<file path="src/rtl/gfc_pkg.sv">
package gfc_pkg;

  localparam int VALUE_BITS = 20;
  localparam int COUNT_BITS = 32;
  localparam int TOTAL_BITS = 32;
  localparam int BYTE_BITS  = 8;
  localparam int FIELD_BITS = 4;
  localparam int CFG_BITS   = 20;
  localparam int RATIO_BITS = 16;
  localparam int CFG_IDX_BITS = 2;
  localparam int SUM_BITS   = VALUE_BITS + 1;
  localparam int NUM_SLOTS  = 5;
  localparam int SLOT_BITS  = $clog2(NUM_SLOTS);

  localparam logic [VALUE_BITS-1:0] VALUE_MAX = {VALUE_BITS{1'b1}};
  localparam logic [FIELD_BITS-1:0] FIELD_LAST = {FIELD_BITS{1'b1}};

  localparam logic [BYTE_BITS-1:0] CHAR_COLON = 8'h3A;
  localparam logic [BYTE_BITS-1:0] CHAR_TAB   = 8'h09;
  localparam logic [BYTE_BITS-1:0] CHAR_LF    = 8'h0A;
  localparam logic [BYTE_BITS-1:0] CHAR_NUL   = 8'h00;
  localparam logic [BYTE_BITS-1:0] CHAR_ZERO  = 8'h30;
  localparam logic [BYTE_BITS-1:0] CHAR_NINE  = 8'h39;

  localparam logic [SLOT_BITS-1:0] SLOT_QUALITY    = 3'd0;
  localparam logic [SLOT_BITS-1:0] SLOT_REF_PAIRS  = 3'd1;
  localparam logic [SLOT_BITS-1:0] SLOT_ALT_PAIRS  = 3'd2;
  localparam logic [SLOT_BITS-1:0] SLOT_REF_SPLITS = 3'd3;
  localparam logic [SLOT_BITS-1:0] SLOT_ALT_SPLITS = 3'd4;

  localparam logic [CFG_IDX_BITS-1:0] CFG_MIN_ALT_PAIRS = 2'd0;
  localparam logic [CFG_IDX_BITS-1:0] CFG_MIN_RATIO_Q8  = 2'd1;
  localparam logic [CFG_IDX_BITS-1:0] CFG_MAX_QUALITY   = 2'd2;

  localparam logic [RATIO_BITS-1:0] RESET_MIN_RATIO = '0;
  localparam logic [CFG_BITS-1:0]   RESET_MIN_ALT   = '0;
  localparam logic [CFG_BITS-1:0]   RESET_MAX_QUAL  = 20'hFFFFF;

  typedef enum logic [1:0] {
    VERDICT_UNCOVERED = 2'd0,
    VERDICT_REJECTED  = 2'd1,
    VERDICT_ACCEPTED  = 2'd2
  } verdict_e;

  typedef struct packed {
    logic                  covered;
    logic                  ref_nonzero;
    logic [SUM_BITS-1:0]   alt_sum;
    logic [SUM_BITS-1:0]   ref_sum;
    logic [VALUE_BITS-1:0] quality;
  } gfc_entry_t;

  typedef struct packed {
    logic [CFG_BITS-1:0]   min_alt_pairs;
    logic [RATIO_BITS-1:0] min_ratio_q8;
    logic [CFG_BITS-1:0]   max_quality;
  } gfc_cfg_t;

  function automatic logic is_term(input logic [BYTE_BITS-1:0] b);
    return (b == CHAR_TAB) || (b == CHAR_LF) || (b == CHAR_NUL);
  endfunction

endpackage

</file>
<file path="src/rtl/gfc_parser.sv">
module gfc_parser (
  input  logic                           clk_i,
  input  logic                           rst_ni,
  input  logic                           in_valid_i,
  output logic                           in_ready_o,
  input  logic [gfc_pkg::BYTE_BITS-1:0]  text_byte_i,
  output logic                           entry_valid_o,
  input  logic                           entry_ready_i,
  output gfc_pkg::gfc_entry_t            entry_o
);
  import gfc_pkg::*;

  localparam int WIDE_BITS = VALUE_BITS + 4;

  logic                  byte_valid_q;
  logic [BYTE_BITS-1:0]  byte_q;
  logic [FIELD_BITS-1:0] field_q, field_d;
  logic                  after_colon_q, after_colon_d;
  logic                  in_number_q, in_number_d;
  logic [VALUE_BITS-1:0] val_q [NUM_SLOTS];
  logic [VALUE_BITS-1:0] val_d [NUM_SLOTS];
  logic                  entry_valid_q;
  gfc_entry_t            entry_q, entry_d;

  logic                  term;
  logic                  entry_free;
  logic                  step;
  logic                  hit;
  logic [SLOT_BITS-1:0]  sel;
  logic                  digit;
  logic                  num_go;
  logic [VALUE_BITS-1:0] base;
  logic [WIDE_BITS-1:0]  wide;
  logic [VALUE_BITS-1:0] next_val;

  assign term       = is_term(byte_q);
  assign entry_free = !entry_valid_q || entry_ready_i;
  assign step       = byte_valid_q && (!term || entry_free);
  assign in_ready_o = !byte_valid_q || step;

  always_comb begin
    hit = 1'b1;
    sel = SLOT_QUALITY;
    case (field_q)
      4'd2: sel = SLOT_QUALITY;
      4'd5: sel = SLOT_REF_PAIRS;
      4'd6: sel = SLOT_ALT_PAIRS;
      4'd7: sel = SLOT_REF_SPLITS;
      4'd8: sel = SLOT_ALT_SPLITS;
      default: hit = 1'b0;
    endcase
  end

  assign digit  = (byte_q >= CHAR_ZERO) && (byte_q <= CHAR_NINE);
  assign num_go = hit && (after_colon_q || in_number_q);
  assign base   = after_colon_q ? '0 : val_q[sel];
  assign wide   = (WIDE_BITS'(base) << 3) + (WIDE_BITS'(base) << 1)
                + WIDE_BITS'(byte_q - CHAR_ZERO);
  assign next_val = (num_go && digit)
                  ? ((wide > WIDE_BITS'(VALUE_MAX)) ? VALUE_MAX : wide[VALUE_BITS-1:0])
                  : '0;

  always_comb begin
    field_d       = field_q;
    after_colon_d = after_colon_q;
    in_number_d   = in_number_q;
    val_d         = val_q;
    entry_d.covered     = (val_q[SLOT_REF_PAIRS] != '0) || (val_q[SLOT_ALT_PAIRS] != '0);
    entry_d.ref_nonzero = (val_q[SLOT_REF_PAIRS] != '0);
    entry_d.alt_sum     = SUM_BITS'(val_q[SLOT_ALT_PAIRS]) + SUM_BITS'(val_q[SLOT_ALT_SPLITS]);
    entry_d.ref_sum     = SUM_BITS'(val_q[SLOT_REF_PAIRS]) + SUM_BITS'(val_q[SLOT_REF_SPLITS]);
    entry_d.quality     = val_q[SLOT_QUALITY];
    if (term) begin
      field_d       = '0;
      after_colon_d = 1'b0;
      in_number_d   = 1'b0;
      for (int i = 0; i < NUM_SLOTS; i++) begin
        val_d[i] = '0;
      end
    end else begin
      in_number_d = num_go && digit;
      if ((hit && after_colon_q) || (num_go && digit)) begin
        val_d[sel] = next_val;
      end
      after_colon_d = (byte_q == CHAR_COLON);
      if ((byte_q == CHAR_COLON) && (field_q != FIELD_LAST)) begin
        field_d = field_q + 1'b1;
      end
    end
  end

  always_ff @(posedge clk_i or negedge rst_ni) begin
    if (!rst_ni) begin
      byte_valid_q  <= 1'b0;
      field_q       <= '0;
      after_colon_q <= 1'b0;
      in_number_q   <= 1'b0;
      entry_valid_q <= 1'b0;
      for (int i = 0; i < NUM_SLOTS; i++) begin
        val_q[i] <= '0;
      end
    end else begin
      if (in_ready_o) begin
        byte_valid_q <= in_valid_i;
      end
      if (step) begin
        field_q       <= field_d;
        after_colon_q <= after_colon_d;
        in_number_q   <= in_number_d;
        val_q         <= val_d;
      end
      if (entry_free) begin
        entry_valid_q <= step && term;
      end
    end
  end

  always_ff @(posedge clk_i) begin
    if (in_ready_o && in_valid_i) begin
      byte_q <= text_byte_i;
    end
    if (step && term) begin
      entry_q <= entry_d;
    end
  end

  assign entry_valid_o = entry_valid_q;
  assign entry_o       = entry_q;

endmodule

</file>
<file path="src/rtl/gfc_judge.sv">
module gfc_judge (
  input  logic                           clk_i,
  input  logic                           rst_ni,
  input  gfc_pkg::gfc_cfg_t              cfg_i,
  input  logic                           entry_valid_i,
  output logic                           entry_ready_o,
  input  gfc_pkg::gfc_entry_t            entry_i,
  output logic                           out_valid_o,
  input  logic                           out_ready_i,
  output logic [1:0]                     verdict_o,
  output logic [gfc_pkg::TOTAL_BITS-1:0] uncovered_total_o,
  output logic [gfc_pkg::TOTAL_BITS-1:0] rejected_total_o,
  output logic [gfc_pkg::TOTAL_BITS-1:0] accepted_total_o
);
  import gfc_pkg::*;

  localparam int CMP_BITS  = (SUM_BITS > CFG_BITS) ? SUM_BITS + 1 : CFG_BITS + 1;
  localparam int PROD_BITS = RATIO_BITS + SUM_BITS;

  logic                  out_valid_q;
  verdict_e              verdict_q, verdict_d;
  logic [COUNT_BITS-1:0] uncov_q, reject_q, accept_q;
  logic                  load;
  logic [PROD_BITS-1:0]  ratio_rhs;
  logic [PROD_BITS-1:0]  ratio_lhs;
  logic                  few_alt;
  logic                  low_ratio;
  logic                  high_qual;

  assign load          = entry_valid_i && (!out_valid_q || out_ready_i);
  assign entry_ready_o = !out_valid_q || out_ready_i;

  assign ratio_rhs = PROD_BITS'(cfg_i.min_ratio_q8) * PROD_BITS'(entry_i.ref_sum);
  assign ratio_lhs = PROD_BITS'(entry_i.alt_sum) << 8;
  assign few_alt   = CMP_BITS'(entry_i.alt_sum) < CMP_BITS'(cfg_i.min_alt_pairs);
  assign low_ratio = entry_i.ref_nonzero && (ratio_lhs < ratio_rhs);
  assign high_qual = CMP_BITS'(entry_i.quality) > CMP_BITS'(cfg_i.max_quality);

  always_comb begin
    if (!entry_i.covered) begin
      verdict_d = VERDICT_UNCOVERED;
    end else if (few_alt || low_ratio || high_qual) begin
      verdict_d = VERDICT_REJECTED;
    end else begin
      verdict_d = VERDICT_ACCEPTED;
    end
  end

  always_ff @(posedge clk_i or negedge rst_ni) begin
    if (!rst_ni) begin
      out_valid_q <= 1'b0;
      uncov_q     <= '0;
      reject_q    <= '0;
      accept_q    <= '0;
    end else begin
      if (entry_ready_o) begin
        out_valid_q <= entry_valid_i;
      end
      if (load) begin
        case (verdict_d)
          VERDICT_UNCOVERED: uncov_q  <= uncov_q + 1'b1;
          VERDICT_REJECTED:  reject_q <= reject_q + 1'b1;
          default:           accept_q <= accept_q + 1'b1;
        endcase
      end
    end
  end

  always_ff @(posedge clk_i) begin
    if (load) begin
      verdict_q <= verdict_d;
    end
  end

  assign out_valid_o       = out_valid_q;
  assign verdict_o         = verdict_q;
  assign uncovered_total_o = TOTAL_BITS'(uncov_q);
  assign rejected_total_o  = TOTAL_BITS'(reject_q);
  assign accepted_total_o  = TOTAL_BITS'(accept_q);

endmodule

</file>
<file path="src/rtl/genotype_field_classifier.sv">
// Genotype field classifier.
// Input channel in_valid_i / in_ready_o carries one text byte per item
// (text_byte_i). A tab, newline or NUL ends an entry; every other byte
// updates the field parse and produces no result.
// Output channel out_valid_o / out_ready_i carries one result per entry:
// verdict_o (0 not covered, 1 not valid, 2 valid) and the three running
// totals after that entry.
// Throughput: one byte per cycle while in_ready_o is high, set by the single
// byte-wide parse stage. A result passes from its terminator byte through the
// byte register, then the parse stage into the entry register, then the judge
// stage with its ratio multiply into the output register.
// Thresholds are written through cfg_we_i / cfg_index_i / cfg_data_i, by the
// user only while the block is idle, which is not enforced. Reset clears the
// parse state, the totals and the thresholds (max quality resets to all ones).
// A stalled receiver holds the result; bytes keep flowing until a second
// terminator needs the occupied entry register, then in_ready_o drops.
module genotype_field_classifier (
  input  logic                              clk_i,
  input  logic                              rst_ni,
  input  logic                              in_valid_i,
  output logic                              in_ready_o,
  input  logic [gfc_pkg::BYTE_BITS-1:0]     text_byte_i,
  output logic                              out_valid_o,
  input  logic                              out_ready_i,
  output logic [1:0]                        verdict_o,
  output logic [gfc_pkg::TOTAL_BITS-1:0]    uncovered_total_o,
  output logic [gfc_pkg::TOTAL_BITS-1:0]    rejected_total_o,
  output logic [gfc_pkg::TOTAL_BITS-1:0]    accepted_total_o,
  input  logic                              cfg_we_i,
  input  logic [gfc_pkg::CFG_IDX_BITS-1:0]  cfg_index_i,
  input  logic [gfc_pkg::CFG_BITS-1:0]      cfg_data_i
);
  import gfc_pkg::*;

  gfc_cfg_t   cfg_q;
  gfc_entry_t entry;
  logic       entry_valid;
  logic       entry_ready;

  always_ff @(posedge clk_i or negedge rst_ni) begin
    if (!rst_ni) begin
      cfg_q.min_alt_pairs <= RESET_MIN_ALT;
      cfg_q.min_ratio_q8  <= RESET_MIN_RATIO;
      cfg_q.max_quality   <= RESET_MAX_QUAL;
    end else if (cfg_we_i) begin
      case (cfg_index_i)
        CFG_MIN_ALT_PAIRS: cfg_q.min_alt_pairs <= cfg_data_i;
        CFG_MIN_RATIO_Q8:  cfg_q.min_ratio_q8  <= cfg_data_i[RATIO_BITS-1:0];
        CFG_MAX_QUALITY:   cfg_q.max_quality   <= cfg_data_i;
        default: ;
      endcase
    end
  end

  gfc_parser u_parser (
    .clk_i         (clk_i),
    .rst_ni        (rst_ni),
    .in_valid_i    (in_valid_i),
    .in_ready_o    (in_ready_o),
    .text_byte_i   (text_byte_i),
    .entry_valid_o (entry_valid),
    .entry_ready_i (entry_ready),
    .entry_o       (entry)
  );

  gfc_judge u_judge (
    .clk_i             (clk_i),
    .rst_ni            (rst_ni),
    .cfg_i             (cfg_q),
    .entry_valid_i     (entry_valid),
    .entry_ready_o     (entry_ready),
    .entry_i           (entry),
    .out_valid_o       (out_valid_o),
    .out_ready_i       (out_ready_i),
    .verdict_o         (verdict_o),
    .uncovered_total_o (uncovered_total_o),
    .rejected_total_o  (rejected_total_o),
    .accepted_total_o  (accepted_total_o)
  );

`ifndef NO_ASSERTIONS
  a_verdict_legal: assert property (@(posedge clk_i) disable iff (!rst_ni)
    out_valid_o |-> (verdict_o == VERDICT_UNCOVERED || verdict_o == VERDICT_REJECTED ||
                     verdict_o == VERDICT_ACCEPTED))
    else $error("illegal verdict code");

  a_stall_source: assert property (@(posedge clk_i) disable iff (!rst_ni)
    !in_ready_o |-> (entry_valid && out_valid_o && !out_ready_i))
    else $error("input stalled without a blocked result");

  a_drain: assert property (@(posedge clk_i) disable iff (!rst_ni)
    (out_valid_o && out_ready_i && !entry_valid) |=> !out_valid_o)
    else $error("result repeated after delivery");
`endif

endmodule
</file>
<file path="config.mk">
export PLATFORM = sky130hd
export DESIGN_NAME = genotype_field_classifier
export DESIGN_NICKNAME = d
export VERILOG_FILES = /design/src/rtl/gfc_pkg.sv /design/src/rtl/gfc_parser.sv /design/src/rtl/gfc_judge.sv /design/src/rtl/genotype_field_classifier.sv
export SDC_FILE = /design/constraint.sdc
export NUM_CORES = 2
export LEC_CHECK = 0
export ABC_AREA = 1
export BUFFER_PORTS_ARGS = -buffer_cell sky130_fd_sc_hd__buf_4
export CAP_MARGIN = 25
export CORE_UTILIZATION = 44
export CTS_CLUSTER_DIAMETER = 30
export CTS_CLUSTER_SIZE = 25
export DETAILED_ROUTE_END_ITERATION = 12
export GPL_ROUTABILITY_DRIVEN = 0
export HOLD_SLACK_MARGIN = 0.12
export PLACE_DENSITY_LB_ADDON = 0.05
export SYNTH_ARGS = -nofsm -noshare
export SYNTH_HDL_FRONTEND = slang
export SYNTH_HIERARCHICAL = 1
export SYNTH_SLANG_ARGS = --single-unit
</file>
<file path="constraint.sdc">
create_clock -name clk_i -period 9.27 [get_ports clk_i]
set_clock_uncertainty 0.15 [all_clocks]
set_input_delay 2.3175 -clock clk_i [delete_from_list [all_inputs] [get_ports clk_i]]
set_output_delay 2.3175 -clock clk_i [all_outputs]
set_load 0.05 [all_outputs]
</file>
==> flow_summary.yaml <==
timing:
  rsz0062_at_grt: "false"
  max-slew-margin-rel: 0.326
  fin_crit_ns: 8.52
  maxSlewViolCount: 0
  period_share: 0.919
  max_freq_ghz: 0.117
  setup_violations: 0
  tns_ns: 0
  worstMarginPinSlew_ns: 1.01
  hold_viol_final: 0
  fin_ws_ns: 0.753
clock_tree:
  clk_pin_slew_worst_paths_ns: 0.05
  cts_root_buf: "clkbuf_16"
  cts_resized: 0
  cts_tree: "done"
  postCtsHoldBufs: 0
  post_cts_buffers: 0
  numCtsBuffers: 87
  cts.sinks: 335
  cts_max_level: 3
  clock_latency_ns: 0.64
  cts_buffer_depth: 3
critical_path:
  cp_slowest_stage_delay_ns: 0.95
  crit_cells: 36
  cp_common_cell: "nand2_1"
  required_ns: 9.63
  cp_max_fo: 34
  reg2reg_depth: 36
  r2r_slack_ns: 0.75
  crit_path_end_kind: "flip-flop"
  crit_buf_inv: 6
  worstSetupStartpointType: "flip-flop"
  worstPathArrival_ns: 8.87
  cpLargestDelayFamily: "adder cells"
  slowest_stage: "dfrtp_1"
  worstSetupPathType: "flip-flop to flip-flop"
synthesis:
  ys_top_cells_by_area: "dfrtp_1, fa_1, nand2_1"
  yosysTopAreaCellShare: 0.180
  ys_types: 63
  synth_cells: 4298
  yosysWarnings: 6
  syn_avg_cell_area_um2: 7.80
  ys_ff_latch: 335
  synthesis.area_um2: 33500
  ys_seq_area_frac: 0.262
  ys_top_cells_by_count: "nand2_1, inv_1, fa_1"
  synth_flop_cell: "dfrtp_1"
  synth-edff-count: 74
  synth_top_area_cell: "dfrtp_1"
  synth_async_sr_flop_share: 0.779
  synth_nets: 4860
  yosysMostFrequentCell: "nand2_1"
grt:
  grt_antenna_before_repair: 0
  grt.total_usage: 0.266
  first_global_vias: 28700
  grt.overflow.total: 0
  grt_max_degree: 128
  grt_first_pass_wirelength_um: 162000
die:
  die_area_um2: 77300
  die_y_um: 278
  io_pins: 135
  die_x_um: 278
  start_util: 0.448
  num_rows: 100
  core_area_um2: 74900
status:
  status: "finished clean"
final_layout:
  final_core_util: 0.513
  area_delta_synth_final_pct: 14.7
  drive_gt1_frac: 0.108
  finalNetCount: 4964
  n_antenna_cell: 0
drt:
  dr.pass1.iters: 5
  wirelength_um: 101000
  initialDrtViolationCount: 1842
  num_vias: 28200
  ant_nets: 0
  remaining_drc_errors: 0
  wl_per_cell_um: 18.6
  via_per_inst: 5.18
placement:
  pre_cts_ws_ns: 0.771
  dp_hpwl_um: 78400
  io_buffers: 134
worst_hold_path:
  min_path_cells: 2
  hold_class: "flip-flop to flip-flop"
flow_run:
  max_cap_viol_count: 0
metal layers:
metal / vias up / part of all wire / track usage
li1: 13700 / - / -
met1: 13600 / 0.44 / 0.356
met2: 702 / 0.48 / 0.447
met4: 0 / 0.029 / 0.0898
met3: 160 / 0.044 / 0.0306
met5: - / 0 / 0
state kept, by name, indices dropped and copies added, names as in the netlist:
name                       cells
u_judge/verdict_o              2
u_judge/uncovered_total_o     32
u_parser/field_q               4
u_judge/out_valid_o            1
u_parser/val_q                80
u_parser/after_colon_q         1
cfg_q                         56
u_parser/entry_o              64
u_parser/entry_valid_o         1
u_parser/byte_q                8
u_parser/entry_d              20
u_parser/byte_valid_q          1
u_judge/rejected_total_o      32
u_parser/in_number_q           1
u_judge/accepted_total_o      32
worst paths after layout:
| kind | start | to |
|---|---|---|
| worst max-delay path | cfg_q[23] | u_judge/rejected_total_o[31] |
| worst min-delay path | cfg_q[9] | cfg_q[9] |
| worst max register to register | cfg_q[23] | u_judge/rejected_total_o[31] |
| worst min register to register | cfg_q[9] | cfg_q[9] |
| max in group asynchronous | rst_ni | u_parser/val_q[54] |
| min in group asynchronous | rst_ni | u_parser/byte_valid_q |
metrics by stage:
stage	instances	cell area [um^2]	hold slack, ns
floorplan	4298	33500	0.289
finish	5442	38500	0.312
global placement	5273	35300	0.300
detailed placement	5277	35400	0.304
global route	5442	38500	0.329
CTS	5437	38400	0.313
area by class of cell:
class	instances	area, um^2
Clock buffer	110	2410
Clock inverter	50	617
Fill cell	7410	36500
Inverter	778	2920
Multi-Input combinational cell	3015	21000
Sequential cell	335	8780
Tap cell	969	1210
Timing Repair Buffer	185	1520
cell families after synthesis:
kind of cell / Yosys count / share of synthesized area
AO/OA/AOI/OAI: 283 / 0.0515
XOR/XNOR: 162 / 0.0423
adder cells (fa/ha/maj): 527 / 0.260
buffers and inverters: 948 / 0.113
flip-flops: 335 / 0.262
multiplexers: 1 / 0.000336
AND/OR/NAND/NOR: 2042 / 0.271
worst min-delay path: cells and delay by family (launching register included):
kind | cells | cell delay [ns]
and+or+nand+nor | 2 | 0.09
DFF | 1 | 0.36
cells in the final DEF, fill, tap and decap left out, types with 9 or more instances in the layout:
cell	instances
clkbuf_16	88
nor2_2	15
a21oi_1	116
o21bai_1	16
clkbuf_8	13
xnor2_1	65
o22ai_1	13
fa_1	284
nand2_2	39
nor3_1	67
buf_4	174
inv_2	10
o21ai_0	55
a21o_1	10
clkbuf_1	9
xor2_1	97
dfrtp_1	241
nor4_1	30
edfxtp_1	74
inv_6	13
nor2_1	176
o211ai_1	9
nand2_1	1281
nand4_1	136
a31oi_1	15
nand3_4	22
ha_1	243
dfstp_2	20
inv_1	767
nand3_1	233
Power is not shown: default switching activity piles up to over one toggle a cycle in this logic, so the estimate is an artifact.
